$ cat src/sv/rpc_pkg.sv
`timescale 1ns / 1ps
// ----------------------------------------------------------------------------
// rpc_pkg
// Shared types and constants for the range presence capture block.
// ----------------------------------------------------------------------------
`default_nettype none

package rpc_pkg;

  // Item function codes
  localparam logic [1:0] FUNC_SAMPLE  = 2'd0;
  localparam logic [1:0] FUNC_RESTART = 2'd1;
  localparam logic [1:0] FUNC_SET_BG  = 2'd2;

  // Register map: index = paddr[ADDR_W-1:2]
  localparam int unsigned ADDR_W = 4;
  localparam int unsigned DATA_W = 32;
  localparam logic [1:0] REG_ENABLE   = 2'd0;
  localparam logic [1:0] REG_ONE_SHOT = 2'd1;
  localparam logic [1:0] REG_HYST     = 2'd2;

  // Reset values
  localparam logic [15:0] BACKGROUND_RESET = 16'd4000;
  localparam logic [15:0] HYST_RESET       = 16'd100;

  typedef struct packed {
    logic [1:0]  func;
    logic [15:0] range_mm;
    logic        read_ok;
    logic [31:0] time_us;
  } in_item_t;

  typedef struct packed {
    logic [15:0] report_mm;
    logic [31:0] elapsed_us;
    logic        changed;
  } out_item_t;

  typedef struct packed {
    logic        enable;
    logic        one_shot_mode;
    logic [15:0] hysteresis_mm;
  } cfg_t;

endpackage

`default_nettype wire

$ cat src/sv/rpc_apb_regs.sv
`timescale 1ns / 1ps
// ----------------------------------------------------------------------------
// rpc_apb_regs
// APB configuration registers: enable, one-shot mode, hysteresis.
// ----------------------------------------------------------------------------
`default_nettype none

module rpc_apb_regs
  import rpc_pkg::*;
(
  input  wire logic              clk_i,
  input  wire logic              rst_ni,
  input  wire logic              psel,
  input  wire logic              penable,
  input  wire logic              pwrite,
  input  wire logic [ADDR_W-1:0] paddr,
  input  wire logic [DATA_W-1:0] pwdata,
  output logic      [DATA_W-1:0] prdata,
  output logic                   pready,
  output cfg_t                   cfg_o
);

  cfg_t       cfg_q;
  logic       wr_en;
  logic [1:0] reg_idx;

  assign pready  = 1'b1;
  assign reg_idx = paddr[ADDR_W-1:2];
  assign wr_en   = psel && penable && pwrite && pready;

  always_ff @(posedge clk_i or negedge rst_ni) begin
    if (!rst_ni) begin
      cfg_q.enable        <= 1'b0;
      cfg_q.one_shot_mode <= 1'b1;
      cfg_q.hysteresis_mm <= HYST_RESET;
    end else if (wr_en) begin
      case (reg_idx)
        REG_ENABLE:   cfg_q.enable        <= pwdata[0];
        REG_ONE_SHOT: cfg_q.one_shot_mode <= pwdata[0];
        REG_HYST:     cfg_q.hysteresis_mm <= pwdata[15:0];
        default: ;
      endcase
    end
  end

  always_comb begin
    case (reg_idx)
      REG_ENABLE:   prdata = {{(DATA_W-1){1'b0}}, cfg_q.enable};
      REG_ONE_SHOT: prdata = {{(DATA_W-1){1'b0}}, cfg_q.one_shot_mode};
      REG_HYST:     prdata = {{(DATA_W-16){1'b0}}, cfg_q.hysteresis_mm};
      default:      prdata = '0;
    endcase
  end

  assign cfg_o = cfg_q;

endmodule

`default_nettype wire

$ cat src/sv/range_presence_capture.sv
`timescale 1ns / 1ps
// ----------------------------------------------------------------------------
// range_presence_capture
// Gates range samples against a background, reports every gated sample with a
// change flag, or the per-pass minimum in one-shot mode, with elapsed time since restart.
// ----------------------------------------------------------------------------
//   channel   direction  handshake                   beat
//   in        input      in_valid_i / in_ready_o     in_item_t
//   out       output     out_valid_o / out_ready_i   out_item_t
//   cfg       input      APB (psel/penable/pready)   32-bit register write
//
// One beat per cycle sustained while results are taken; a beat is held in the
// input register, then evaluated and its result loaded into the result reg.
// Beats that cause no result never wait on the output side.
// The input register stalls only while a result is pending and out is busy.
// Reset sets background 4000 mm, hysteresis 100 mm, paused, one-shot mode.
// ----------------------------------------------------------------------------
`default_nettype none

module range_presence_capture
  import rpc_pkg::*;
(
  input  wire logic              clk_i,
  input  wire logic              rst_ni,
  input  wire logic              in_valid_i,
  output logic                   in_ready_o,
  input  in_item_t               in_data_i,
  output logic                   out_valid_o,
  input  wire logic              out_ready_i,
  output out_item_t              out_data_o,
  input  wire logic              psel,
  input  wire logic              penable,
  input  wire logic              pwrite,
  input  wire logic [ADDR_W-1:0] paddr,
  input  wire logic [DATA_W-1:0] pwdata,
  output logic      [DATA_W-1:0] prdata,
  output logic                   pready
);

  cfg_t cfg;

  rpc_apb_regs u_regs (
    .clk_i  (clk_i),
    .rst_ni (rst_ni),
    .psel   (psel),
    .penable(penable),
    .pwrite (pwrite),
    .paddr  (paddr),
    .pwdata (pwdata),
    .prdata (prdata),
    .pready (pready),
    .cfg_o  (cfg)
  );

  // Input register
  logic     s1_valid_q;
  in_item_t s1_item_q;

  // Block state
  logic [15:0] bg_q, bg_d;
  logic [16:0] last_q, last_d;
  logic        capt_q, capt_d;
  logic [31:0] start_q, start_d;
  logic [31:0] ctime_q, ctime_d;

  // Result register
  logic      out_valid_q;
  out_item_t out_q;

  logic      res_vld;
  out_item_t res;
  logic      adv;
  logic [16:0] bound;
  logic [16:0] rng17;
  logic [16:0] diff;
  logic        chg;
  logic        smp_ok;

  assign rng17  = {1'b0, s1_item_q.range_mm};
  assign bound  = {1'b0, bg_q} + {1'b0, cfg.hysteresis_mm};
  assign diff   = (rng17 >= last_q) ? (rng17 - last_q) : (last_q - rng17);
  assign chg    = diff >= {1'b0, cfg.hysteresis_mm};
  assign smp_ok = cfg.enable && s1_item_q.read_ok &&
                  (s1_item_q.range_mm != 16'd0) && (rng17 <= bound);

  always_comb begin
    bg_d    = bg_q;
    last_d  = last_q;
    capt_d  = capt_q;
    start_d = start_q;
    ctime_d = ctime_q;
    res_vld = 1'b0;
    res     = '0;
    case (s1_item_q.func)
      FUNC_RESTART: begin
        capt_d  = 1'b0;
        start_d = s1_item_q.time_us;
      end
      FUNC_SET_BG: begin
        if (s1_item_q.read_ok) begin
          bg_d = s1_item_q.range_mm - {cfg.hysteresis_mm[14:0], 1'b0};
        end
      end
      FUNC_SAMPLE: begin
        if (smp_ok) begin
          if (!cfg.one_shot_mode) begin
            ctime_d        = s1_item_q.time_us;
            res_vld        = 1'b1;
            res.report_mm  = s1_item_q.range_mm;
            res.elapsed_us = s1_item_q.time_us - start_q;
            res.changed    = chg;
            if (chg) begin
              last_d = rng17;
            end
          end else if (s1_item_q.range_mm < bg_q) begin
            if (capt_q) begin
              if (rng17 < last_q) begin
                last_d = rng17;
              end
            end else begin
              last_d  = rng17;
              capt_d  = 1'b1;
              ctime_d = s1_item_q.time_us;
            end
          end else if (capt_q) begin
            // object left: report the minimum seen during the pass
            capt_d         = 1'b0;
            res_vld        = 1'b1;
            res.report_mm  = last_q[15:0];
            res.elapsed_us = ctime_q - start_q;
            res.changed    = 1'b1;
            last_d         = bound;
          end
        end
      end
      default: ;
    endcase
  end

  assign adv        = s1_valid_q && (!res_vld || !out_valid_q || out_ready_i);
  assign in_ready_o = !s1_valid_q || adv;

  always_ff @(posedge clk_i or negedge rst_ni) begin
    if (!rst_ni) begin
      s1_valid_q <= 1'b0;
    end else if (in_ready_o) begin
      s1_valid_q <= in_valid_i;
    end
  end

  always_ff @(posedge clk_i) begin
    if (in_ready_o && in_valid_i) begin
      s1_item_q <= in_data_i;
    end
  end

  always_ff @(posedge clk_i or negedge rst_ni) begin
    if (!rst_ni) begin
      bg_q    <= BACKGROUND_RESET;
      last_q  <= '0;
      capt_q  <= 1'b0;
      start_q <= '0;
      ctime_q <= '0;
    end else if (adv) begin
      bg_q    <= bg_d;
      last_q  <= last_d;
      capt_q  <= capt_d;
      start_q <= start_d;
      ctime_q <= ctime_d;
    end
  end

  always_ff @(posedge clk_i or negedge rst_ni) begin
    if (!rst_ni) begin
      out_valid_q <= 1'b0;
    end else if (adv && res_vld) begin
      out_valid_q <= 1'b1;
    end else if (out_ready_i) begin
      out_valid_q <= 1'b0;
    end
  end

  always_ff @(posedge clk_i) begin
    if (adv && res_vld) begin
      out_q <= res;
    end
  end

  assign out_valid_o = out_valid_q;
  assign out_data_o  = out_q;

  a_restart: assert property (@(posedge clk_i) disable iff (!rst_ni)
    (adv && s1_item_q.func == FUNC_RESTART) |=>
      (start_q == $past(s1_item_q.time_us)) && !capt_q)
    else $error("restart did not record start time");

  a_res_loaded: assert property (@(posedge clk_i) disable iff (!rst_ni)
    (adv && res_vld) |=> out_valid_q)
    else $error("result beat lost");

  a_one_shot_flag: assert property (@(posedge clk_i) disable iff (!rst_ni)
    (adv && res_vld && cfg.one_shot_mode) |=> (out_q.changed && !capt_q))
    else $error("one-shot report without flag or capture still open");

  a_no_overwrite: assert property (@(posedge clk_i) disable iff (!rst_ni)
    (out_valid_q && !out_ready_i) |-> !(adv && res_vld))
    else $error("pending result overwritten");

endmodule

`default_nettype wire
$ cat config.mk
export PLATFORM = sky130hd
export DESIGN_NAME = range_presence_capture
export DESIGN_NICKNAME = d
export VERILOG_FILES = /design/src/sv/rpc_pkg.sv /design/src/sv/rpc_apb_regs.sv /design/src/sv/range_presence_capture.sv
export SDC_FILE = /design/constraint.sdc
export NUM_CORES = 1
export LEC_CHECK = 0
export BUFFER_PORTS_ARGS = -buffer_cell sky130_fd_sc_hd__buf_2
export CELL_PAD_IN_SITES_DETAIL_PLACEMENT = 2
export CELL_PAD_IN_SITES_GLOBAL_PLACEMENT = 2
export CORE_MARGIN = 3
export CORE_UTILIZATION = 40
export DETAILED_ROUTE_END_ITERATION = 10
export GPL_TIMING_DRIVEN = 0
export HOLD_SLACK_MARGIN = 0.15
export MAX_ROUTING_LAYER = met4
export PLACE_DENSITY = 0.83
export SETUP_SLACK_MARGIN = 0.5
export SLEW_MARGIN = 20
export SYNTH_ARGS = -nofsm -noshare
export SYNTH_HDL_FRONTEND = slang
export SYNTH_SLANG_ARGS = --single-unit
$ cat constraint.sdc
create_clock -name clk_i -period 12.5 [get_ports clk_i]
set_input_delay 2.5 -clock clk_i [delete_from_list [all_inputs] [get_ports clk_i]]
set_output_delay 2.5 -clock clk_i [all_outputs]
set_load 0.005 [all_outputs]
# Yosys cells after proc, flatten, opt, wreduce, memory -nomap -nowiden
# Cells that the tools add are included.
dict set report totals {
  ff_bits 218
  input_bits 94
  output_inout_bits 84
}
dict set report classes {
  add_sub_neg 6
  magnitude_cmp 5
  n_eq_ne 10
  n_mux 25
  n_reduce_logical 29
}
# operator n
set ops {}
lappend ops {{$mux 49} 3}
lappend ops {{$mux 17} 7}
lappend ops {{$mux 32} 3}
lappend ops {{$sub 32x32->32} 2}
lappend ops {{$pmux 16 s3} 1}
lappend ops {{$add 16x16->17} 1}
lappend ops {{$ge 16x17->1} 1}
lappend ops {{$ge 17x16->1} 1}
lappend ops {{$le 16x17->1} 1}
lappend ops {{$lt 16x17->1} 1}
lappend ops {{$sub 16x17->17} 1}
lappend ops {{$sub 17x16->17} 1}
lappend ops {{$lt 16x16->1} 1}
lappend ops {{$reduce_bool 16->1} 1}
lappend ops {{$sub 16x16->16} 1}
lappend ops {{$mux 1} 10}
lappend ops {{$reduce_and 2->1} 5}
lappend ops {{$logic_and 1x1->1} 8}
lappend ops {{$ne 2x2->1 const B} 3}
lappend ops {{$reduce_and 6->1} 1}
lappend ops {{$reduce_bool 2->1} 3}
lappend ops {{$reduce_and 5->1} 1}
lappend ops {{$eq 2x1->1 const B} 2}
lappend ops {{$eq 2x2->1 const B} 2}
lappend ops {{other kinds (9)} 14}

# Logic depth before layout (Yosys ltp)
# Gate-level depths: netlist (run 1).
dict set report logic_depth {
  ltp_word 11
  ltp_mapped 24
  depth_no_buf 22
}

# Cells and area by module
# Synthesis (run 1) repeated with hierarchy kept, for this count alone.
dict set report unflattened {
  cells_unflattened 1583
  area_unflattened_um2 15628.7
}
# module n_inst cells_each area_per_inst_um2 seq_area_each_um2
set by_module_without_submodules {}
lappend by_module_without_submodules {range_presence_capture 1 1503 14660.3 5512.8}
lappend by_module_without_submodules {rpc_apb_regs 1 80 968.4 455.4}

# Least setup slack after synthesis (run 1)
# OpenSTA, ideal clock, no wires.
dict set report synth_timing {
  path_type {reg-to-output}
  startpoint {reg u_regs.cfg_q, in the netlist u_regs.cfg_o[1]}
  endpoint {out in_ready_o}
  t_arrival_ns 4.121
  required_time_ns 10.000
  path_slack_ns 5.879
  path_stages_with_launch 20
  path_buffers 1
  path_cell_list {dfrtp_1 ha_1 a211oi_1 nor2_1 o41a_1 o41ai_1 o311a_1 nand2b_1 a21oi_1 xor2_1 ha_1 nor2b_1 o21ai_0 nand2_1 a221oi_2 o31ai_1 or3_1 buf_4 nor2_1 nand3_1}
}
dict set report synth_between {
  elab_chain_len 10
}
# item line_no
set synth_rtl {}
lappend synth_rtl {{start: declaration} rpc_apb_regs.sv:23} ;# cfg_t cfg_q;
lappend synth_rtl {{$add 16x16->17} range_presence_capture.sv:80} ;# assign bound = {1'b0, bg_q} + {1'b0, cfg.hysteresis_mm};
lappend synth_rtl {{$le 16x17->1} range_presence_capture.sv:84} ;# (s1_item_q.range_mm != 16'd0) && (rng17 <= bound);
lappend synth_rtl {{$logic_and 1x1->1} range_presence_capture.sv:84}
lappend synth_rtl {{$mux 1} range_presence_capture.sv:105} ;# if (smp_ok) begin
lappend synth_rtl {{$mux 1} range_presence_capture.sv:94} ;# case (s1_item_q.func)
lappend synth_rtl {{$logic_not 1->1} range_presence_capture.sv:140} ;# assign adv = s1_valid_q && (!res_vld || !out_valid_q || out_ready_i);
lappend synth_rtl {{$logic_or 1x1->1 (2 in series)} range_presence_capture.sv:140}
lappend synth_rtl {{$logic_and 1x1->1} range_presence_capture.sv:140}
lappend synth_rtl {{$logic_or 1x1->1} range_presence_capture.sv:141} ;# assign in_ready_o = !s1_valid_q || adv;
lappend synth_rtl {{end: declaration} range_presence_capture.sv:26} ;# output logic in_ready_o,
# Every way passes these cells.

# Worst setup path after layout (run 1)
# Same ends and word-level chain as after synthesis.

==> results of run 1 <==
## worst max-delay path, cell delays in order, from the launching register on
cell and delay, ps:
sky130_fd_sc_hd__dfrtp_1 490, sky130_fd_sc_hd__ha_1 370, sky130_fd_sc_hd__a211oi_1 230, sky130_fd_sc_hd__nor2_1 100, sky130_fd_sc_hd__o41a_1 350, sky130_fd_sc_hd__o41ai_1 650
sky130_fd_sc_hd__o311a_1 380, sky130_fd_sc_hd__nand2b_1 90, sky130_fd_sc_hd__a21oi_1 180, sky130_fd_sc_hd__xor2_1 260, sky130_fd_sc_hd__ha_1 290, sky130_fd_sc_hd__nor2b_1 140
sky130_fd_sc_hd__o21ai_0 150, sky130_fd_sc_hd__nand2_1 90, sky130_fd_sc_hd__a221oi_2 310, sky130_fd_sc_hd__o31ai_1 170, sky130_fd_sc_hd__or3_1 330, sky130_fd_sc_hd__buf_4 200
sky130_fd_sc_hd__nor2_1 200, sky130_fd_sc_hd__nand3_1 210, sky130_fd_sc_hd__buf_2 220
## cell type report
cell class | instances | area, um2 | share of cell area, %
Multi-Input combinational cell | 1179 | 8670 | 48.7
Inverter | 135 | 507 | 2.84
Antenna cell | 2 | 5.00 | 0.0281
Timing Repair Buffer | 145 | 788 | 4.43
Clock inverter | 13 | 198 | 1.11
Sequential cell | 218 | 5970 | 33.5
Tap cell | 511 | 639 | 3.59
Clock buffer | 36 | 719 | 4.04
Buffer | 64 | 319 | 1.79
## stage by stage
stage / power, mW / hold slack, ps
4_1_cts: 4.22 / 504
3_3_place_gp: 3.16 / 480
3_5_place_dp: 3.34 / 494
6_report: 4.22 / 506
5_1_grt: 4.55 / 527
2_1_floorplan: 2.63 / 466
## cell usage in the layout (no fill, tap or decap), drive strengths merged, types with 54 or more instances in the layout
master  Yosys  final
a21o       54     54
a21oi     126    126
buf        23    168
clkbuf     41     77
dfrtp     108    108
edfxtp    100    100
ha        171    171
inv       134    134
mux2       75     75
nand2      95     95
nor2      116    116
o21ai     101    101
xnor2      54     54
## synth_stat cells, drive strengths merged (6+ instances only)
| cell type | n | share of area [%] |
|---|---|---|
| mux2i | 18 | 1.2 |
| nor2b | 18 | 0.73 |
| nand2b | 12 | 0.49 |
| nand4 | 13 | 0.53 |
| mux2 | 75 | 5.5 |
| nand2 | 95 | 2.3 |
| fa | 6 | 0.78 |
| a21o | 54 | 2.6 |
| o211ai | 6 | 0.29 |
| dfstp | 10 | 1.7 |
| a211o | 8 | 0.46 |
| and2 | 19 | 0.77 |
| o22ai | 9 | 0.37 |
| nor2 | 116 | 2.8 |
| a211oi | 18 | 0.88 |
| dfrtp | 108 | 18 |
| edfxtp | 100 | 20 |
| ha | 171 | 14 |
| a21oi | 126 | 4.1 |
| o31ai | 8 | 0.39 |
| xnor2 | 54 | 3.1 |
| o21a | 18 | 0.88 |
| o21ai | 101 | 3.3 |
| inv | 134 | 3.3 |
| or3 | 8 | 0.33 |
| xor2 | 38 | 2.2 |
| o21bai | 14 | 0.68 |
| nor4 | 8 | 0.42 |
| nand3 | 18 | 0.59 |
| and3 | 8 | 0.33 |
| nor3 | 20 | 0.68 |
| clkbuf | 41 | 1.0 |
| a22oi | 31 | 1.5 |
| a31oi | 19 | 0.77 |
| buf | 23 | 1.1 |
## kinds of logic after synthesis
| kind of cell | Yosys count | share of synthesized area [%] |
|---|---|---|
| AOI/OAI and AO/OA | 449 | 18.4 |
| adders and majority gates | 177 | 14.7 |
| buffers and inverters | 199 | 5.36 |
| xor gates and xnor gates | 92 | 5.23 |
| DFF | 218 | 38.8 |
| and+or+nand+nor | 351 | 10.8 |
| other | 2 | 0.0488 |
| muxes | 93 | 6.66 |
## per-layer routing
metal / up-vias / routed length, um / GRT usage (%) / share of wire, %
li1: 6061 / - / - / -
met1: 6793 / 24700 / 35.8 / 44
met2: 305 / 27900 / 47.9 / 50
met3: 88 / 2180 / 3.48 / 3.9
met4: 0 / 1400 / 7.20 / 2.5
met5: - / 0 / - / 0
## sequential cells by signal, indices dropped and copies added, names as in the netlist
| signal | count |
|---|---|
| u_regs.cfg_o | 18 |
| ctime_q | 32 |
| s1_valid_q | 1 |
| start_q | 32 |
| bg_q | 16 |
| capt_q | 1 |
| last_q | 17 |
| out_valid_o | 1 |
| s1_item_q | 35 |
| rng17 | 16 |
| out_data_o | 49 |
## final timing paths
check                                  endpoint  slack (ps)  cells past startpoint
worst max-delay path                 in_ready_o        4040                     20
worst min register to register         bg_q[10]         510                      2
worst min-delay path                   bg_q[10]         510                      2
min in group asynchronous            last_q[12]        1900                      1
worst max register to register       last_q[14]        5340                     21
max in group asynchronous       u_regs.cfg_o[5]        9810                      2
## power by group through the flow
stage	Sequential [mW]	Clock [mW]	Combinational (mW)
after floorplan	0.998	0	1.64
after global placement	1.04	0	2.11
after detailed placement	1.06	0	2.28
after CTS	1.05	0.848	2.32
after global routing	1.07	0.880	2.61
final	1.05	0.831	2.34
==> results.md, run 1 <==
- The switching share of total power is 44.3%.
- The clock tree root buffer cell is sky130_fd_sc_hd__clkbuf_16.
- The detailed-route wire length is 56,200 um.
- The final worst clock skew is 16.0 ps.
- In this run the worst setup path begins at u_regs.cfg_o[1].
- The post-synthesis instance total is 1,581.
- Clock tree synthesis inserted a total of 27 buffers.
- The aggregate global routing overflow is 0.
- The leakage power is 8.13 nW.
- The nature of the critical path endpoint is an output port.
- The total of cells resized after clock tree synthesis is 0.
- The type of the worst setup path is flop to output port.
- Before CTS, the worst setup slack after placement is 4790 ps.
- STA classifies the critical path startpoint as a flop.
- STA puts the critical path data arrival time at 5960 ps.
- Buffers placed on the I/O ports in this run total 142.
- The part of the power in the clock network is 19.7%.
- The number of fillers in the final layout is 4,077.
- The synthesized area is 15,400 um2.
- Across the run, the number of max-cap violations was 0.
- The number of antenna violations at the first check in global routing is 2.
- Counting along the longest clock path gives a buffer depth of 3.
- Combinational logic burns 55.4% of the power.
- The number of enable flip-flop cells after synthesis is 100.
- The hold-fix buffer count after cts is 0.
- In the final layout, the share of cells above drive strength 1 is 16.9%.
- In this run the power density over the cells is 237 nW/um2.
- In this run the worst path has a maximum fanout of 10.
- The final instance area is 17,800 um2.
- The horizontal die dimension is 202 um.
- The later pin in the worst-skew pair is clocked with a latency of 550 ps.
- Timing would allow up to 0.118 GHz.
- The actual transition at the worst max-transition pin is 923 ps.
- The count of nets left with antenna violations once routing finished came out at 0.
- In this run the worst hold path is classified as flop to flop.
- For this run, the number of Yosys warnings is 0.
- The last weighted congestion value of the routability-driven placer is 0.882.
- The setup TNS is 0 ps.
- The number of levels the H-tree was split into is 1.
- The floorplan step set the die height to 202 um.
- The flip-flop cell with the highest count after synthesis is sky130_fd_sc_hd__dfrtp_1.
- Each instance of the synthesized netlist takes up on average 9.74 um2.
- The maximum vdd ir drop is 0.155 mV.
- The total net switching power is 1.87 mW.
- The source of the worst hold timing path is bg_q[10].
- The number of cell rows is 71.
- The internal power summed over all cells is 2.35 mW.
- The distinct cell type count after synthesis is 68.
- The count of endpoints failing hold in the final timing report is 0.
- In this run the tightest slew margin relative to its limit is 38.0%.
- The total routing resource utilization after global routing is 28.1%.
- The number of cells in the design after placement is 2,252.
- Once the floorplan was initialized, standard cells occupied 40.7% of the core.
- Data on the critical path is required at its endpoint by 10,000 ps.
- The final route contains 13,200 vias.
- The pin count of the biggest net entering global routing is 67.
- The global-route wire length before repair is 88,100 um.
- In this run, the number of DRC markers left after iteration 0 of detailed routing was 703.
- Setup slack closes at 4040 ps.
- In this run the count of I/O pins placed on the die edge is 178.
- Of the synthesized area, sequential elements account for 38.8%.
- The final design utilization is 47.1%.
- The final-report max-slew violation count was 0.
- After detailed placement, the total cell area comes to 16,900 um2.
- The via count of the first global-routing pass is 14,900.
- For this run, design rule violations remaining after detail routing come to 0.
- The fraction of synthesis flops using an asynchronous set or reset pin is 54.1%.
- The register share of total power is 24.9%.
- The post-route clock period utilization is 67.7%.
- The flow ran to the end, and the final reports show no timing, DRC or antenna violations.
- The detailed-placement wirelength estimate is 43,400 um.
- The launch point of the worst reg-to-reg path is rng17[9].
- Setup repair after global routing left no endpoint under its margin.
- After clock tree synthesis, the clock-pin slew on the worst setup and hold paths is 60 ps.
- The TritonCTS clock tree is built.
- The first-pass iteration count of the detailed router is 4.
- The number of setup buffers added after CTS is 0.
- The area of the die is 40,900 um2.
- The placeable core region is 37,800 um2.
- The average via count per standard cell is 5.75.
- Setup violations remaining at the end of the flow were counted as 0.
- After detailed routing, the average wire length per cell comes to 24.4 um.
- The number of sinks handled by clock tree synthesis is 218.
- The number of register bits inferred by synthesis is 218.
- The minimum clock period is 8460 ps.
- The layout net count is 2,041.
- The number of non-filler instances in the completed layout is 2,303.
- The area growth from synthesis to final layout is 15.7%.
Power figures use the tool's default switching activity.
==> run 2, diff against run 1 <==
--- a/config.mk
+++ b/config.mk
@@ -9,12 +9,12 @@
 export CELL_PAD_IN_SITES_DETAIL_PLACEMENT = 2
 export CELL_PAD_IN_SITES_GLOBAL_PLACEMENT = 2
 export CORE_MARGIN = 3
-export CORE_UTILIZATION = 40
+export CORE_UTILIZATION = 34
 export DETAILED_ROUTE_END_ITERATION = 10
 export GPL_TIMING_DRIVEN = 0
 export HOLD_SLACK_MARGIN = 0.15
 export MAX_ROUTING_LAYER = met4
-export PLACE_DENSITY = 0.83
+export PLACE_DENSITY = 0.75
 export SETUP_SLACK_MARGIN = 0.5
 export SLEW_MARGIN = 20
 export SYNTH_ARGS = -nofsm -noshare
==> constraint.sdc (replaced) <==
create_clock -name clk_i -period 7 [get_ports clk_i]
set_input_delay 1.4 -clock clk_i [delete_from_list [all_inputs] [get_ports clk_i]]
set_output_delay 1.4 -clock clk_i [all_outputs]
set_load 0.005 [all_outputs]
==> run 2 against run 1 <==
  * Register-to-register slack got worse by 4400 ps
  * Wire length is 4.4% lower
  * Utilization shrank 6.1 points
  * Via count is 2.6% lower
  * Combinational power rose by 79%
  * Critical endpoint unchanged
  * Largest power group unchanged
  * Highest routed layer unchanged
==> results.md, run 2 (same netlist as run 1, synthesis figures left out) <==
- The run finished with clean final reports.
- The worst slew margin relative to its limit is 44.9%.
- In this run, CTS created clock tree buffers numbering 27.
- The global-route wire length before repair is 83,000 um.
- The internal power summed over all cells is 4.26 mW.
- Along the worst hold path, the cell count comes to 2.
- Setup repair after global routing left no endpoint under its margin.
- The routed via count is 12,900.
- Per report_power, the sequential group accounts for 24.8% of the total.
- After clock tree synthesis, the clock-pin slew on the worst setup and hold paths is 60 ps.
- The combinational power share is 55.8%.
- The tool flagged a number of max-cap violations equal to 0.
- The register with the most flip-flops in the layout has 49 of them.
- The placed standard-cell area is 17,000 um2.
- In this run the most critical hold path is launched from bg_q[7].
- The worst hold path terminates at bg_q[7].
- In this run, the number of DRC markers left after iteration 0 of detailed routing was 600.
- The library cells used most frequently in the layout, excluding fill and tap cells, are sky130_fd_sc_hd__ha_1, sky130_fd_sc_hd__buf_2, sky130_fd_sc_hd__inv_1, sky130_fd_sc_hd__a21oi_1, sky130_fd_sc_hd__nor2_1.
- The detail-routed net length per standard cell is 22.3 um.
- The type of the worst setup path is flop to output port.
- The via count of the first global-routing pass is 14,200.
- The part of the power in the clock network is 19.4%.
- The TritonCTS clock tree is built.
- The count of endpoints failing hold in the final timing report was 0.
- The endpoint of the worst-slack reg-to-reg timing path is last_q[13].
- Walking the worst path, the cells encountered are ha_4, a211oi_2, nor2_1, o41a_1, o41ai_4, o311a_1, buf_4, a21oi_1, a21oi_1, xnor2_1, ha_1, nand3_1, nor2_1, and4_1, o31ai_2, or3_1, buf_6, nor2_4, nand3_4, buf_6.
- Of the total power, the share spent switching nets is 43.5%.
- The required time at the worst-slack endpoint is 5600 ps.
- The final design utilization is 41.0%.
- Leaving out fill and tap cells, the most frequent cell in the layout is sky130_fd_sc_hd__ha_1.
- The HPWL after detailed placement is 41,800 um.
- Static timing analysis puts the maximum clock frequency at 0.157 GHz.
- The worst register-to-register path begins at rng17[8].
- Once layout is done, the placed cells without fillers occupy 18,200 um2.
- In the final layout, the share of cells above drive strength 1 is 19.2%.
- The floorplan die height is 219 um.
- The post-route clock period utilization is 90.9%.
- The number of antenna violations at the first check in global routing is 0.
- The clock tree root buffer cell is sky130_fd_sc_hd__clkbuf_16.
- Clock skew on the completed layout was measured at 15.4 ps.
- The total routing resource utilization after global routing is 22.8%.
- Summed over all layers, the routed wires come to 53,700 um.
- In this run the number of H-tree levels came out at 1.
- Setup violations remaining at the end of the flow were counted as 0.
- After detailed routing, the number of remaining DRC violations is 0.
- The final-report max-slew violation count is 0.
- The clock period could shrink to 6370 ps.
- The element type at the critical path start is a flop.
- For this design the total switching power over the nets is 3.27 mW.
- The horizontal die dimension is 219 um.
- The arrival time of the worst setup path is 4970 ps.
- The pin count of the biggest net entering global routing is 89.
- The congestion estimate from routability-driven global placement came to 0.872.
- The average via count per standard cell is 5.37.
- At the pin with the least slew margin, the transition time is 805 ps.
- The worst register-to-register path has a depth of 22.
- 178 I/O pins were placed.
- The hold-fix buffer count after cts is 0.
- Of all nets on the critical path, the largest fanout is 2.
- In this run the core area contains 77 standard-cell rows.
- In this run the remaining antenna-violating nets after routing total 0.
- In this run the standard cell core region covers 44,500 um2.
- The number of port buffers is 142.
- The clock passes through at most 3 buffers.
- The slowest stage of the critical path is the sky130_fd_sc_hd__dfrtp_2 cell.
- STA classifies the critical path endpoint as an output port.
- The first-pass iteration count of the detailed router is 4.
- The floorplan step defined a die boundary enclosing 47,900 um2.
- The maximum vdd ir drop is 0.159 mV.
- In this run the worst hold path is classified as flop to flop.
- The slack of the worst reg-to-reg path is 910 ps.
- The number of sinks handled by clock tree synthesis is 218.
- The area growth from synthesis to final layout is 18.5%.
- The power density normalized to cell area is 413 nW/um2.
- For this configuration, the core starts out at a cell density of 34.6%.
- The delay of the slowest cell on the worst path is 440 ps.
- The number of inserted diodes is 0.
- After the last flow step, the layout net total stands at 2,062.
- For the worst-skew pair, the clock arrives at the later sink with an insertion delay of 570 ps.
- The leakage power is 8.27 nW.
- The aggregate global routing overflow is 0.
-- run 2: changes by cell type in the layout (fill, tap and decap cells not counted), sizes merged --
cell / delta
buf: +21
clkinv: +3
clkbuf: -2
diode: -2
inv: +2
bufinv: -1
clkinvlp: -1
-- run 2: layout make-up --
class	instances	area, um2
tap	592	741
timing repair buffer	166	972
multi-input combinational	1179	8810
inverter	135	507
fill	4887	26300
buffer	64	324
sequential	218	5970
clock inverter	16	195
clock buffer	34	722
-- run 2: how the worst max path moves through the flow --
stage | from | end | slack, ps | depth (start not counted)
global placement | u_regs.cfg_o[1] | rng17[11] | -410 | 19
detailed placement | rng17[9] | last_q[13] | 130 | 21
finish | u_regs.cfg_o[1] | in_ready_o | 630 | 20
CTS | u_regs.cfg_o[2] | in_ready_o | 390 | 20
global route | u_regs.cfg_o[1] | in_ready_o | 410 | 21
floorplan | u_regs.cfg_o[1] | out_data_o[0] | 1210 | 20
-- run 2: power by group through the flow --
stage                     Combinational, mW  Clock [mW]  Sequential (mW)
after detailed placement               3.98           0             1.89
after global placement                 3.78           0             1.87
after CTS                              4.09        1.51             1.86
final                                  4.20        1.46             1.86
after floorplan                        2.92           0             1.78
after global routing                   4.70        1.56             1.90
-- run 2: what timing repair did --
action                                  4_1_cts  5_1_grt
endpoints found under the setup margin       18       18
setup buffers                                10       10
pin swaps                                     9       14
gates cloned                                  0        0
resized for setup                            17       14
-- run 2: critical path: cells and delay by family, from the launching register on --
| kind | cells | cell delay [ps] |
|---|---|---|
| XOR/XNOR | 1 | 150 |
| adder cells (fa/ha/maj) | 2 | 600 |
| flip-flops | 1 | 440 |
| buffers and inverters | 3 | 450 |
| AO/OA/AOI/OAI | 7 | 1510 |
| AND/OR/NAND/NOR | 7 | 1240 |
-- run 2: routing by layer --
layer  share of wire, %  vias up  GRT usage, %
met5                  0        -             -
met1                 47     6531          30.5
met4                1.5        0          4.17
met2                 48      235          37.8
li1                   -     6083             -
met3                3.7       51          2.64
-- run 2: per-stage QoR --
stage	hold WS [ps]	total power, mW	setup TNS, ps	setup WS [ps]	instances
2_1_floorplan	466	4.70	0	1210	1596
3_3_place_gp	481	5.65	-33620	-405	2330
3_5_place_dp	487	5.87	0	127	2334
4_1_cts	495	7.46	0	387	2394
5_1_grt	519	8.17	0	414	2404
6_report	491	7.53	0	634	2404
